### src/rtl/core/input_event_word_encoder_unit_macros.svh
// Assertion helpers used by the encoder back end (iewe_back).
`ifndef INPUT_EVENT_WORD_ENCODER_UNIT_MACROS_SVH
`define INPUT_EVENT_WORD_ENCODER_UNIT_MACROS_SVH

// Check a property on every clock edge outside reset.
`define IEWE_ASSERT(lbl, prop, msg) \
  lbl: assert property (@(posedge clk_i) disable iff (!rst_ni) (prop)) else $error(msg);

// Check that a condition implies another in the same cycle.
`define IEWE_ASSERT_IMPL(lbl, ante, cons, msg) \
  `IEWE_ASSERT(lbl, (ante) |-> (cons), msg)

// Check that a condition implies another in the next cycle.
`define IEWE_ASSERT_NEXT(lbl, ante, cons, msg) \
  `IEWE_ASSERT(lbl, (ante) |=> (cons), msg)

`endif

### src/rtl/core/iewe_pkg.sv
package iewe_pkg;

  typedef enum logic [1:0] {
    OP_KEY    = 2'd0,
    OP_MOVE   = 2'd1,
    OP_BUTTON = 2'd2
  } opcode_e;

  typedef enum logic [3:0] {
    TY_DELTA = 4'd0,
    TY_XLOC  = 4'd1,
    TY_YLOC  = 4'd2,
    TY_ON    = 4'd3,
    TY_OFF   = 4'd4,
    TY_ABS   = 4'd5
  } ev_type_e;

  typedef enum logic [1:0] {
    CFG_FRAME_INTERVAL = 2'd0,
    CFG_MAX_PARAM      = 2'd1,
    CFG_SCREEN_WIDTH   = 2'd2,
    CFG_SCREEN_HEIGHT  = 2'd3
  } cfg_idx_e;

  typedef enum logic [1:0] {
    KC_NONE,
    KC_PLAIN,
    KC_SHIFTED
  } kcls_e;

  localparam logic [3:0]  SK_SHIFT       = 4'd7;
  localparam logic [3:0]  SK_LAST        = 4'd11;
  localparam logic [7:0]  SHIFT_KEY_CODE = 8'd136;
  localparam logic [7:0]  BTN_RED        = 8'd130;
  localparam logic [7:0]  BTN_YELLOW     = 8'd129;
  localparam logic [7:0]  BTN_BLUE       = 8'd128;
  localparam logic [11:0] POS_MAX        = 12'hFFF;

  localparam int unsigned CMD_DEPTH = 4;
  localparam int unsigned CMD_AW    = 2;
  localparam int unsigned CMD_CW    = 3;

  typedef struct packed {
    logic [1:0]         opcode;
    logic [3:0]         special_key;
    logic [7:0]         character;
    logic               is_down;
    logic signed [15:0] pos_x;
    logic signed [15:0] pos_y;
    logic [1:0]         button;
    logic [1:0]         modifiers;
    logic [31:0]        time_ms;
  } iewe_in_t;

  typedef struct packed {
    logic [15:0] event_word;
    logic        last;
  } iewe_out_t;

  typedef struct packed {
    logic [9:0]  frame_interval_ms;
    logic [11:0] max_param;
    logic [12:0] screen_width;
    logic [12:0] screen_height;
  } cfg_t;

  // One accepted item that posts one or two events.
  typedef struct packed {
    logic        abs_time;
    logic        two;
    logic [15:0] time_hi;
    logic [15:0] time_lo;
    logic [15:0] ev0;
    logic [15:0] ev1;
  } cmd_t;

  typedef struct packed {
    logic full;
    logic empty;
  } fifo_stat_t;

  typedef struct packed {
    kcls_e      cls;
    logic [7:0] base;
  } kmap_t;

  function automatic logic [15:0] ev_word(ev_type_e ty, logic [11:0] p);
    return {ty, p};
  endfunction

  function automatic logic [7:0] special_code(logic [3:0] sk);
    logic [7:0] c;
    unique case (sk)
      4'd1:    c = 8'd8;
      4'd2:    c = 8'd9;
      4'd3:    c = 8'd13;
      4'd4:    c = 8'd27;
      4'd5:    c = 8'd32;
      4'd6:    c = 8'd127;
      4'd7:    c = SHIFT_KEY_CODE;
      4'd8:    c = 8'd138;
      4'd9:    c = 8'd139;
      4'd10:   c = 8'd95;
      4'd11:   c = 8'd94;
      default: c = 8'd0;
    endcase
    return c;
  endfunction

  function automatic kmap_t key_map(logic [7:0] ch);
    kmap_t r;
    r.cls  = KC_SHIFTED;
    r.base = ch;
    case (ch) inside
      [8'h61:8'h7A], [8'h30:8'h39],
      8'h2D, 8'h3D, 8'h5C, 8'h5B, 8'h5D, 8'h3B, 8'h27, 8'h2C, 8'h2E, 8'h2F:
        r.cls = KC_PLAIN;
      [8'h41:8'h5A]: r.base = ch + 8'd32;
      8'h2B: r.base = 8'h3D;
      8'h5F: r.base = 8'h2D;
      8'h7C: r.base = 8'h5C;
      8'h7B: r.base = 8'h5B;
      8'h7D: r.base = 8'h5D;
      8'h3A: r.base = 8'h3B;
      8'h22: r.base = 8'h27;
      8'h3C: r.base = 8'h2C;
      8'h3E: r.base = 8'h2E;
      8'h3F: r.base = 8'h2F;
      8'h21: r.base = 8'h31;
      8'h40: r.base = 8'h32;
      8'h23: r.base = 8'h33;
      8'h24: r.base = 8'h34;
      8'h25: r.base = 8'h35;
      8'h7E: r.base = 8'h36;
      8'h26: r.base = 8'h37;
      8'h2A: r.base = 8'h38;
      8'h28: r.base = 8'h39;
      8'h29: r.base = 8'h30;
      default: r.cls = KC_NONE;
    endcase
    return r;
  endfunction

  // Clamp a raw coordinate to [0, min(size - 1, 4095)].
  function automatic logic [11:0] clamp_pos(logic signed [15:0] v, logic [12:0] size);
    logic [12:0] lim13;
    logic [11:0] lim;
    lim13 = (size == 13'd0) ? 13'd0 : size - 13'd1;
    lim   = (lim13 > {1'b0, POS_MAX}) ? POS_MAX : lim13[11:0];
    if (v[15]) begin
      return 12'd0;
    end else if (16'(unsigned'(v)) > {4'h0, lim}) begin
      return lim;
    end
    return v[11:0];
  endfunction

endpackage

### src/rtl/core/iewe_front.sv
module iewe_front import iewe_pkg::*; #(
  parameter int unsigned TimeWidth = 32
) (
  input  logic     clk_i,
  input  logic     rst_ni,
  input  cfg_t     cfg_i,
  input  iewe_in_t in_i,
  input  logic     accept_i,
  output logic     push_o,
  output cmd_t     cmd_o
);

  logic [TimeWidth-1:0] last_q, last_d, now, diff;
  logic [31:0]          now32, diff32;
  logic                 shift_q, shift_d;
  logic [11:0]          px_q, px_d, py_q, py_d;
  logic [11:0]          cx, cy, sx, sy;
  logic                 fits, frame_ok;
  logic [1:0]           np;
  logic [15:0]          ev0, ev1;
  ev_type_e             ty;
  kmap_t                km;

  assign now      = in_i.time_ms[TimeWidth-1:0];
  assign diff     = now - last_q;
  assign now32    = 32'(now);
  assign diff32   = 32'(diff);
  assign fits     = diff32 <= 32'(cfg_i.max_param);
  assign frame_ok = diff32 >= 32'(cfg_i.frame_interval_ms);
  assign cx       = clamp_pos(in_i.pos_x, cfg_i.screen_width);
  assign cy       = clamp_pos(in_i.pos_y, cfg_i.screen_height);
  assign sx       = (cx > cfg_i.max_param) ? cfg_i.max_param : cx;
  assign sy       = (cy > cfg_i.max_param) ? cfg_i.max_param : cy;
  assign km       = key_map(in_i.character);
  assign ty       = in_i.is_down ? TY_ON : TY_OFF;

  always_comb begin
    np      = 2'd0;
    ev0     = '0;
    ev1     = '0;
    shift_d = shift_q;
    px_d    = px_q;
    py_d    = py_q;
    unique case (in_i.opcode)
      OP_KEY: begin
        if (in_i.special_key != 4'd0 && in_i.special_key <= SK_LAST) begin
          np  = 2'd1;
          ev0 = ev_word(ty, {4'h0, special_code(in_i.special_key)});
          if (in_i.special_key == SK_SHIFT) begin
            shift_d = in_i.is_down;
          end
        end else begin
          case (km.cls)
            KC_PLAIN: begin
              // Unshifted key: lift a held shift around it.
              np  = 2'd1;
              ev0 = ev_word(ty, {4'h0, km.base});
              if (shift_q && in_i.is_down) begin
                np  = 2'd2;
                ev0 = ev_word(TY_OFF, {4'h0, SHIFT_KEY_CODE});
                ev1 = ev_word(ty, {4'h0, km.base});
              end else if (shift_q) begin
                np  = 2'd2;
                ev1 = ev_word(TY_ON, {4'h0, SHIFT_KEY_CODE});
              end
            end
            KC_SHIFTED: begin
              // Shifted key: press shift around it when not held.
              np  = 2'd1;
              ev0 = ev_word(ty, {4'h0, km.base});
              if (!shift_q && in_i.is_down) begin
                np  = 2'd2;
                ev0 = ev_word(TY_ON, {4'h0, SHIFT_KEY_CODE});
                ev1 = ev_word(ty, {4'h0, km.base});
              end else if (!shift_q) begin
                np  = 2'd2;
                ev1 = ev_word(TY_OFF, {4'h0, SHIFT_KEY_CODE});
              end
            end
            default: np = 2'd0;
          endcase
        end
      end
      OP_MOVE: begin
        px_d = cx;
        py_d = cy;
        if (frame_ok) begin
          if (cx != px_q && cy != py_q) begin
            np  = 2'd2;
            ev0 = ev_word(TY_XLOC, sx);
            ev1 = ev_word(TY_YLOC, sy);
          end else if (cx != px_q) begin
            np  = 2'd1;
            ev0 = ev_word(TY_XLOC, sx);
          end else if (cy != py_q) begin
            np  = 2'd1;
            ev0 = ev_word(TY_YLOC, sy);
          end
        end
      end
      OP_BUTTON: begin
        np = 2'd1;
        case (in_i.button)
          2'd1: begin
            case (in_i.modifiers)
              2'd0:    ev0 = ev_word(ty, {4'h0, BTN_RED});
              2'd1:    ev0 = ev_word(ty, {4'h0, BTN_YELLOW});
              2'd3:    ev0 = ev_word(ty, {4'h0, BTN_BLUE});
              default: np = 2'd0;
            endcase
          end
          2'd2: ev0 = ev_word(ty, {4'h0, (in_i.modifiers == 2'd2) ? BTN_BLUE : BTN_YELLOW});
          2'd3: ev0 = ev_word(ty, {4'h0, BTN_BLUE});
          default: np = 2'd0;
        endcase
      end
      default: np = 2'd0;
    endcase
  end

  assign last_d = (np != 2'd0) ? now : last_q;
  assign push_o = accept_i && (np != 2'd0);

  // The second event of an item always follows with a zero delta.
  always_comb begin
    cmd_o.abs_time = !fits;
    cmd_o.two      = (np == 2'd2);
    cmd_o.time_hi  = now32[31:16];
    cmd_o.time_lo  = fits ? ev_word(TY_DELTA, diff[11:0]) : now32[15:0];
    cmd_o.ev0      = ev0;
    cmd_o.ev1      = ev1;
  end

  always_ff @(posedge clk_i or negedge rst_ni) begin
    if (!rst_ni) begin
      last_q  <= '0;
      shift_q <= 1'b0;
      px_q    <= '0;
      py_q    <= '0;
    end else if (accept_i) begin
      last_q  <= last_d;
      shift_q <= shift_d;
      px_q    <= px_d;
      py_q    <= py_d;
    end
  end

endmodule

### src/rtl/core/iewe_cmd_fifo.sv
module iewe_cmd_fifo import iewe_pkg::*; (
  input  logic       clk_i,
  input  logic       rst_ni,
  input  logic       push_i,
  input  cmd_t       cmd_i,
  input  logic       pop_i,
  output cmd_t       cmd_o,
  output fifo_stat_t stat_o
);

  cmd_t              mem_q [CMD_DEPTH];
  logic [CMD_AW-1:0] wr_q, rd_q;
  logic [CMD_CW-1:0] cnt_q, cnt_d;
  logic              do_push, do_pop;

  assign stat_o.full  = (cnt_q == CMD_CW'(CMD_DEPTH));
  assign stat_o.empty = (cnt_q == '0);
  assign do_push      = push_i && !stat_o.full;
  assign do_pop       = pop_i && !stat_o.empty;
  assign cmd_o        = mem_q[rd_q];

  always_comb begin
    cnt_d = cnt_q;
    if (do_push && !do_pop) begin
      cnt_d = cnt_q + 1'b1;
    end else if (do_pop && !do_push) begin
      cnt_d = cnt_q - 1'b1;
    end
  end

  always_ff @(posedge clk_i or negedge rst_ni) begin
    if (!rst_ni) begin
      wr_q  <= '0;
      rd_q  <= '0;
      cnt_q <= '0;
    end else begin
      cnt_q <= cnt_d;
      if (do_push) begin
        wr_q <= wr_q + 1'b1;
      end
      if (do_pop) begin
        rd_q <= rd_q + 1'b1;
      end
    end
  end

  always_ff @(posedge clk_i) begin
    if (do_push) begin
      mem_q[wr_q] <= cmd_i;
    end
  end

endmodule

### src/rtl/core/iewe_back.sv
`include "input_event_word_encoder_unit_macros.svh"

module iewe_back import iewe_pkg::*; (
  input  logic       clk_i,
  input  logic       rst_ni,
  input  cmd_t       head_i,
  input  fifo_stat_t stat_i,
  output logic       cmd_pop_o,
  output iewe_out_t  out_o,
  output logic       empty_o,
  input  logic       pop_i
);

  // Word slots of one command; without absolute time it starts at SLOT_LO.
  localparam logic [2:0] SLOT_ABS   = 3'd0;
  localparam logic [2:0] SLOT_HI    = 3'd1;
  localparam logic [2:0] SLOT_LO    = 3'd2;
  localparam logic [2:0] SLOT_EV0   = 3'd3;
  localparam logic [2:0] SLOT_DELTA = 3'd4;
  localparam logic [2:0] SLOT_EV1   = 3'd5;

  logic [2:0]  step_q, step_d, slot;
  logic        head_valid, issue, is_last;
  logic        oval_q, oval_d;
  logic [15:0] word;
  iewe_out_t   out_q;

  assign head_valid = !stat_i.empty;
  assign slot       = step_q + (head_i.abs_time ? SLOT_ABS : SLOT_LO);
  assign is_last    = (slot == SLOT_EV1) || (slot == SLOT_EV0 && !head_i.two);
  assign issue      = head_valid && (!oval_q || pop_i);
  assign cmd_pop_o  = issue && is_last;

  always_comb begin
    unique case (slot)
      SLOT_ABS:   word = ev_word(TY_ABS, 12'h000);
      SLOT_HI:    word = head_i.time_hi;
      SLOT_LO:    word = head_i.time_lo;
      SLOT_EV0:   word = head_i.ev0;
      SLOT_DELTA: word = ev_word(TY_DELTA, 12'h000);
      SLOT_EV1:   word = head_i.ev1;
      default:    word = '0;
    endcase
  end

  // Advance through the slots, restart on the last word.
  assign step_d = !issue ? step_q : (is_last ? 3'd0 : step_q + 3'd1);
  assign oval_d = issue ? 1'b1 : (pop_i ? 1'b0 : oval_q);

  always_ff @(posedge clk_i or negedge rst_ni) begin
    if (!rst_ni) begin
      step_q <= '0;
      oval_q <= 1'b0;
    end else begin
      step_q <= step_d;
      oval_q <= oval_d;
    end
  end

  always_ff @(posedge clk_i) begin
    if (issue) begin
      out_q.event_word <= word;
      out_q.last       <= is_last;
    end
  end

  assign out_o   = out_q;
  assign empty_o = !oval_q;

  `IEWE_ASSERT_IMPL(a_slot_range, head_valid, slot <= SLOT_EV1, "slot beyond last word")
  `IEWE_ASSERT_IMPL(a_idle_step, !head_valid, step_q == 3'd0, "step moved without command")
  `IEWE_ASSERT_NEXT(a_last_restart, issue && is_last, step_q == 3'd0, "step not restarted")
  `IEWE_ASSERT_IMPL(a_pop_head, cmd_pop_o, head_valid, "command pop while queue empty")

endmodule

### src/rtl/core/input_event_word_encoder_unit.sv
// Input event word encoder. Key, pointer-move and button events go in as one word
// each and come out as 16-bit event words, every event preceded by a delta time
// word or by an absolute marker and two raw time halves. The front takes one item
// per cycle while its four-entry command queue has room and updates the shift,
// pointer and time state at once; the back drains the queue at one output word
// per cycle unless a word waits unpopped in the output register. An item makes
// 2, 4 or 6 words, and an item that makes no words is not queued. The output word
// register lets the front keep accepting while a result waits to be popped.
// Configuration writes are always ready and take effect on the next item.
module input_event_word_encoder_unit import iewe_pkg::*; #(
  parameter int unsigned TIME_WIDTH = 32
) (
  input  logic      clk_i,
  input  logic      rst_ni,
  input  logic      push,
  output logic      full,
  input  iewe_in_t  in_data_i,
  output logic      empty,
  input  logic      pop,
  output iewe_out_t out_data_o,
  input  logic      cfg_valid_i,
  output logic      cfg_ready_o,
  input  logic [1:0]  cfg_index_i,
  input  logic [12:0] cfg_data_i
);

  cfg_t       cfg_q;
  logic       accept, cmd_push, cmd_pop;
  cmd_t       cmd_in, cmd_head;
  fifo_stat_t fifo_stat;

  assign cfg_ready_o = 1'b1;
  assign full        = fifo_stat.full;
  assign accept      = push && !fifo_stat.full;

  always_ff @(posedge clk_i or negedge rst_ni) begin
    if (!rst_ni) begin
      cfg_q.frame_interval_ms <= 10'd20;
      cfg_q.max_param         <= 12'd4095;
      cfg_q.screen_width      <= 13'd640;
      cfg_q.screen_height     <= 13'd480;
    end else if (cfg_valid_i && cfg_ready_o) begin
      unique case (cfg_index_i)
        CFG_FRAME_INTERVAL: cfg_q.frame_interval_ms <= cfg_data_i[9:0];
        CFG_MAX_PARAM:      cfg_q.max_param         <= cfg_data_i[11:0];
        CFG_SCREEN_WIDTH:   cfg_q.screen_width      <= cfg_data_i;
        CFG_SCREEN_HEIGHT:  cfg_q.screen_height     <= cfg_data_i;
        default:            cfg_q <= cfg_q;
      endcase
    end
  end

  iewe_front #(
    .TimeWidth (TIME_WIDTH)
  ) u_front (
    .clk_i    (clk_i),
    .rst_ni   (rst_ni),
    .cfg_i    (cfg_q),
    .in_i     (in_data_i),
    .accept_i (accept),
    .push_o   (cmd_push),
    .cmd_o    (cmd_in)
  );

  iewe_cmd_fifo u_fifo (
    .clk_i  (clk_i),
    .rst_ni (rst_ni),
    .push_i (cmd_push),
    .cmd_i  (cmd_in),
    .pop_i  (cmd_pop),
    .cmd_o  (cmd_head),
    .stat_o (fifo_stat)
  );

  iewe_back u_back (
    .clk_i     (clk_i),
    .rst_ni    (rst_ni),
    .head_i    (cmd_head),
    .stat_i    (fifo_stat),
    .cmd_pop_o (cmd_pop),
    .out_o     (out_data_o),
    .empty_o   (empty),
    .pop_i     (pop)
  );

endmodule

### config.mk
export PLATFORM = sky130hd
export DESIGN_NAME = input_event_word_encoder_unit
export DESIGN_NICKNAME = d
export VERILOG_FILES = /design/src/rtl/core/iewe_pkg.sv /design/src/rtl/core/iewe_front.sv /design/src/rtl/core/iewe_cmd_fifo.sv /design/src/rtl/core/iewe_back.sv /design/src/rtl/core/input_event_word_encoder_unit.sv
export VERILOG_INCLUDE_DIRS = /design/src /design/src/rtl/core
export SDC_FILE = /design/constraint.sdc
export NUM_CORES = 1
export LEC_CHECK = 0
export BUFFER_PORTS_ARGS = -buffer_cell sky130_fd_sc_hd__buf_4
export CAP_MARGIN = 20
export CORE_ASPECT_RATIO = 0.9
export CORE_UTILIZATION = 42
export CTS_CLUSTER_SIZE = 8
export DETAILED_ROUTE_END_ITERATION = 8
export HOLD_SLACK_MARGIN = 0.15
export PLACE_DENSITY = 0.66
export SLEW_MARGIN = 20
export SYNTH_ARGS = -nofsm -noshare
export SYNTH_HDL_FRONTEND = slang
export SYNTH_SLANG_ARGS = --single-unit
### constraint.sdc
create_clock -name clk_i -period 19.9 [get_ports clk_i]
set_input_delay 0.995 -clock clk_i [delete_from_list [all_inputs] [get_ports clk_i]]
set_output_delay 0.995 -clock clk_i [all_outputs]
set_load 0.1 [all_outputs]
=== Yosys cells after proc, flatten, opt, wreduce, memory -nomap -nowiden ===
Memory sizes are Yosys's and may differ from the RTL's.
Cells that the tools add are included.

* Flip-flop bits (word level): 133
* Bits in writable memories: 264
* Memory bits (read-only): 128
* Bits of input ports: 103
* Memories: 2

{| class="wikitable"
|+ Memories
! name !! words !! width !! rd ports !! clocked after memory_dff !! wr ports !! RTL line !! source
|-
| u_fifo.mem_q || 4 || 66 || 1 || 0 || 1 || iewe_cmd_fifo.sv:11 || <nowiki>cmd_t mem_q [CMD_DEPTH];</nowiki>
|-
| (no name shown) || 16 || 8 || 1 || 0 || 0 || iewe_pkg.sv:93 || <nowiki>unique case (sk)</nowiki>
|}

* Add/subtract/negate cells: 10
* $lt $le $gt $ge: 15
* Equal/unequal tests: 52
* Muxes and demuxes: 105
* Reduce and logical (&&, ||, !) cells: 47

{| class="wikitable"
|+ Operator list
! cell !! number
|-
| $mux 16 || 11
|-
| $mux 8 || 22
|-
| $eq 8x6->1 const B || 21
|-
| $pmux 16 s3 || 3
|-
| $mux 12 || 10
|-
| $pmux 16 s2 || 3
|-
| $pmux 16 s5 || 1
|-
| $eq 8x7->1 const B || 9
|-
| $mux 2 || 31
|-
| $mux 14 || 3
|-
| $ge 32x10->1 || 1
|-
| $gt 16x12->1 || 2
|-
| $le 32x12->1 || 1
|-
| $sub 32x32->32 || 1
|-
| $gt 13x12->1 const B || 2
|-
| $logic_not 13->1 || 2
|-
| $mux 13 || 2
|-
| $sub 13x1->13 const B || 2
|-
| $gt 12x12->1 || 2
|-
| $ne 12x12->1 || 2
|-
| $eq 2x2->1 const B || 9
|-
| $ge 8x7->1 const B || 2
|-
| $le 8x7->1 const B || 2
|-
| $logic_and 1x1->1 || 16
|-
| other kinds (29) || 69
|}

=== Logic depth before layout (Yosys ltp) ===
* Word-level depth: 34
* Mapped depth: 32

=== Cells and area by module ===
Synthesis repeated with hierarchy kept, for this count alone.

* Cell total of the unflattened synthesis: 1939
* Area total of the unflattened synthesis: 23090.9 um^2

{| class="wikitable"
|+ Modules (own cells, without submodules)
! module !! instances !! cells an instance !! area an instance (um^2) !! sequential area each (um^2)
|-
| iewe_front || 1 || 1341 || 10013.4 || 1426.4
|-
| iewe_cmd_fifo || 1 || 381 || 9962.1 || 8102.8
|-
| input_event_word_encoder_unit || 1 || 107 || 1834.3 || 1226.2
|-
| iewe_back || 1 || 110 || 1281.2 || 610.6
|}

=== Worst setup path after synthesis ===
No wires, ideal clock.

* Kind: register -> register
* Start: register cfg_q[0] (netlist bit)
* End: memory u_fifo.mem_q[0][0] (netlist bit) (enable)
* Library setup time: 429 ps
* Data arrival time: 6642 ps
* Path slack: 12829 ps
* Cell stages (with the launch flop): 26
* Buffers on the path: 5
* Path through: dfrtp_1 -> inv_1 -> ha_1 -> nor3b_2 -> nand4_2 -> mux2_2 -> buf_2 -> nor2_1 -> ha_1 -> a211oi_1 -> o211ai_1 -> o2111ai_1 -> a211o_1 -> clkbuf_1 -> nand2_1 -> a2111oi_0 -> nor3_1 -> or4_1 -> buf_2 -> ha_1 -> nor2_1 -> nor2_1 -> a21o_1 -> buf_4 -> buf_6 -> and2_1

* Longest elaborated chain between the ends: 19

{| class="wikitable"
|+ Ends and longest elaborated chain
! item !! RTL line !! source
|-
| start, declared || input_event_word_encoder_unit.sv:27 || <nowiki>cfg_t cfg_q;</nowiki>
|-
| start signal, assigned || input_event_word_encoder_unit.sv:48 || <nowiki>default: cfg_q <= cfg_q;</nowiki>
|-
| $sub 13x1->13 or $logic_not 13->1 (tied branches) || iewe_pkg.sv:148 || <nowiki>lim13 = (size == 13'd0) ? 13'd0 : size - 13'd1;</nowiki>
|-
| $mux 13 * || iewe_pkg.sv:148 ||
|-
| $gt 13x12->1 || iewe_pkg.sv:149 || <nowiki>lim = (lim13 > {1'b0, POS_MAX}) ? POS_MAX : lim13[11:0];</nowiki>
|-
| $mux 12 * || iewe_pkg.sv:149 ||
|-
| $gt 16x12->1 || iewe_pkg.sv:152 || <nowiki>end else if (16'(unsigned'(v)) > {4'h0, lim}) begin</nowiki>
|-
| $mux 1 || iewe_pkg.sv:152 ||
|-
| $mux 1 || iewe_pkg.sv:150 || <nowiki>if (v[15]) begin</nowiki>
|-
| $mux 12 * || iewe_pkg.sv:155 || <nowiki>return v[11:0];</nowiki>
|-
| [4 not listed] || -- ||
|-
| $mux 2 * || iewe_front.sv:87 || <nowiki>if (frame_ok) begin</nowiki>
|-
| $pmux 2 s3 * || iewe_front.sv:44 || <nowiki>unique case (in_i.opcode)</nowiki>
|-
| $reduce_bool 2->1 * || iewe_front.sv:122 || <nowiki>assign push_o = accept_i && (np != 2'd0);</nowiki>
|-
| $logic_and 1x1->1 * || iewe_front.sv:122 ||
|-
| $logic_and 1x1->1 * || iewe_cmd_fifo.sv:18 || <nowiki>assign do_push = push_i && !stat_o.full;</nowiki>
|-
| net u_fifo.do_push || iewe_cmd_fifo.sv:14 || <nowiki>logic do_push, do_pop;</nowiki>
|-
| $mux 1 * || iewe_cmd_fifo.sv:48 || <nowiki>if (do_push) begin</nowiki>
|-
| $mux 1 (implied by the code) * || iewe_cmd_fifo.sv:49 || <nowiki>mem_q[wr_q] <= cmd_i;</nowiki>
|-
| end, declared || iewe_cmd_fifo.sv:11 ||
|}

The timed path passes the listed nets; every way through them passes the cells marked *. The select of a mux whose other input is x is not followed.

=== Worst setup path in the final report ===
* Start: register cfg_q[0] (netlist bit)
* End: memory u_fifo.mem_q[1][28] (netlist bit) (enable)

* Longest elaborated chain between the ends: 19

{| class="wikitable"
|+ Ends and longest elaborated chain
! item !! RTL line !! source
|-
| $sub 13x1->13 or $logic_not 13->1 (tied branches) || iewe_pkg.sv:148 ||
|-
| $mux 13 * || iewe_pkg.sv:148 ||
|-
| $gt 13x12->1 || iewe_pkg.sv:149 ||
|-
| $mux 12 * || iewe_pkg.sv:149 ||
|-
| $gt 16x12->1 || iewe_pkg.sv:152 ||
|-
| $mux 1 || iewe_pkg.sv:152 ||
|-
| $mux 1 || iewe_pkg.sv:150 ||
|-
| $mux 12 * || iewe_pkg.sv:155 ||
|-
| [3 not listed] || -- ||
|-
| $mux 2 * || iewe_front.sv:88 || <nowiki>if (cx != px_q && cy != py_q) begin</nowiki>
|-
| $mux 2 * || iewe_front.sv:87 ||
|-
| $pmux 2 s3 * || iewe_front.sv:44 ||
|-
| $reduce_bool 2->1 * || iewe_front.sv:122 ||
|-
| $logic_and 1x1->1 * || iewe_front.sv:122 ||
|-
| $logic_and 1x1->1 * || iewe_cmd_fifo.sv:18 ||
|-
| $mux 1 * || iewe_cmd_fifo.sv:48 ||
|-
| $mux 1 (implied by the code) * || iewe_cmd_fifo.sv:49 ||
|}

Mark *: on every way between the ends. The rest lies on a longest branch, timed or not. The select of a mux whose other input is x is not followed.

==> qor.yml <==
powerDensity_mw_per_mm2: 138
drt-total-wl_mm: 58.3
crit_arrival_ns: 7.71
synthArstFlopShare_pct: 29.8
fillers: 4639
ys_seq_area_share_pct: 49.6
drtIter0Drc: 1347
finalCritPeriodShare_pct: 37.7
rsz0062_at_grt: "no"
dpl_worst_slack_ns: 12.47
cts_tree: "built"
clk_latency_ns: 0.60
cp.required_ns: 20.10
fin_crit_ns: 7.51
num_rows: 79
synth_common_cells: "edfxtp_1 (273), nand2_1 (133), ha_1 (121)"
crit_fanout: 64
netSwitchingFraction_pct: 38.2
final_nets: 2190
cts_made_buffers: 55
drive_gt1_share_pct: 21.9
fin_ws_ns: 12.39
path_clk_slew_ns: 0.05
grt_pass1_wl_mm: 91.9
start_util_pct: 43.0
grt_use_total_pct: 21.8
dr_total_vias: 15800
synth_area_leader_cell: "edfxtp_1"
finalSetupTns_ns: 0
pwr-share-clk_pct: 24.6
p_leak_nw: 9.93
die_y_um: 221
post-cts-setup-buffers: 0
start_kind: "flop"
placed_area_sq_mm: 0.0240
grt_max_degree: 66
drtPass1Iterations: 8
seqPwrFrac_pct: 33.0
finalSetupViolations: 0
postCtsHoldBufs: 0
relSlewSlack_pct: 26.0
max_cap_violations: 0
antenna_found_initial: 2
power_mw: 3.53
grt_pass1_vias: 15900
dp_hpwl_mm: 41.6
path_class: "reg -> reg"
multiInputGateArea_sq_mm: 0.0106
hold_ws_ns: 0.478
outcome: "completed"
endpoint_kind: "flop"
synth_cells: 1855
synthDistinctLibCells: 97
htreeDepth: 2
hold_class: "in -> async"
grt_overflow: 0
final_area_sq_mm: 0.0256
skew_ns: 0.0242
ctsRootBufferMaster: "clkbuf_16"
ff_latch_area_sq_mm: 0.0111
antenna-diode-count: 0
yosysMostFrequentCell: "edfxtp_1"
finalHoldViolCount: 0
yosys_most_used_dff: "edfxtp_1"
via_per_inst: 5.86
clockBufferDepth: 3
die_x_um: 246
gp_congestion: 0.921
port_buffers: 121
cts.sinks: 389
drv_slew: 0
area_growth_syn_to_layout_pct: 14.2
p_comb_share_pct: 42.4
cts_resized: 0
synth_warnings: 0
intPower_mw: 2.18
synth-edff-count: 273
worst_pin_slew_ns: 1.11
drc_errors: 0
core-area_sq_mm: 0.0522
die_area_sq_mm: 0.0543
ios: 123
syn_area_per_cell_sq_um: 12.1
ys_ff_latch: 389
syn_area_sq_mm: 0.0224
syn_nets: 2081
wire_per_inst_um: 21.6
antenna_left: 0
ir_drop_mv: 0.126
synth_top_area_share_pct: 36.6
fmax_ghz: 0.133
p_sw_mw: 1.35
synthTopCellsByArea: "edfxtp_1 (37%), dfrtp_1 (11%), ha_1 (6.8%)"
[cell usage in the layout (no fill, tap or decap), types with 21 or more instances in the layout]
master     instances
a21o_1            29
a21oi_1          102
buf_4            133
clkbuf_1          42
clkbuf_16         56
dfrtp_1           94
edfxtp_1         273
ha_1             121
inv_1            102
mux2_2           115
mux2i_1           23
mux4_2            64
nand2_1          133
nand2b_1          21
nand3_1           40
nand4_1           30
nor2_1            82
nor2b_1           22
nor3_1            27
o21ai_0           65
xnor2_1           39
xor2_1            29
[power groups by stage]
| stage | registers [mW] | clock network (mW) | logic, mW |
|---|---|---|---|
| finish | 1.16 | 0.869 | 1.49 |
| global route | 1.19 | 0.923 | 1.63 |
| CTS | 1.16 | 0.887 | 1.49 |
| detailed placement | 1.18 | 0 | 1.48 |
| global placement | 1.17 | 0 | 1.46 |
| floorplan | 1.26 | 0 | 0.994 |
[area by class of cell]
| cell class | instances | area share [%] |
|---|---|---|
| Clock buffer | 98 | 6.09 |
| Timing Repair Buffer | 134 | 3.95 |
| Inverter | 102 | 1.50 |
| Tap cell | 688 | 3.36 |
| Sequential cell | 389 | 43.5 |
| Clock inverter | 3 | 0.254 |
| Multi-Input combinational cell | 1282 | 41.4 |
[kinds of logic (layout without fill, tap and decap cells)]
kind of cell	after synthesis	in the layout	synth area share, %
AOI/OAI and AO/OA	426	426	13.2
xor gates and xnor gates	68	68	2.66
adders and majority gates	123	123	6.93
buffers and inverters	184	337	3.24
DFF	389	389	49.6
muxes	209	209	13.7
other	1	1	0.0167
and+or+nand+nor	455	455	10.6
[worst max-delay path, cell delays in order, from the launching register on]
cell and delay, ns:
dfrtp_1 0.43, inv_1 0.11, ha_1 0.23, nor3b_2 0.44, nand4_2 0.23, mux2_2 0.43
nor2_1 0.15, ha_1 0.27, a211oi_1 0.24, o211ai_1 0.12, o2111ai_1 0.26, a211o_1 0.35
nand2_1 0.38, a2111oi_0 0.51, nor3_1 0.07, or4_1 0.65, ha_1 0.42, nor2_1 0.05
nor2_1 0.08, a21o_2 0.15, buf_4 0.49, and2_2 0.24, buf_4 0.73
[worst paths after layout]
kind | startpoint | to | slack (ns) | cells past startpoint
max | cfg_q[0] | u_fifo.mem_q[1][28] | 12.39 | 22
min | rst_ni | u_fifo.rd_q[0] | 0.48 | 1
max reg2reg | cfg_q[0] | u_fifo.mem_q[1][28] | 12.39 | 22
min reg2reg | u_front.last_q[16] | u_front.last_q[16] | 0.50 | 1
max in group asynchronous | rst_ni | cfg_q[21] | 18.11 | 2
min in group clk_i | u_front.last_q[16] | u_front.last_q[16] | 0.50 | 1
[metrics by stage]
stage | std cells | utilization (%)
2_1_floorplan | 1855 | -
3_3_place_gp | 2595 | 45.9
5_1_grt | 2696 | 49.0
4_1_cts | 2696 | 49.0
6_report | 2696 | 49.0
3_5_place_dp | 2595 | 45.9
[routing by layer]
metal  global-route usage (%)  share of wire [%]
met1                     30.7                 45
met2                     34.1                 46
met3                     4.06                5.9
met4                     6.75                2.7
met5                        0                  0
[sequential cells by signal, summed over array words and instances, names as in the netlist]
register         cells
u_fifo.wr_q          2
u_front.py_q        12
u_front.shift_q      1
u_fifo.cnt_q         3
cfg_q               48
u_fifo.rd_q          2
u_back.oval_q        1
u_back.step_q        3
u_front.last_q      32
u_back.out_o        17
u_fifo.mem_q       256
u_front.px_q        12
No activity file was read; power rests on OpenSTA's default activity.
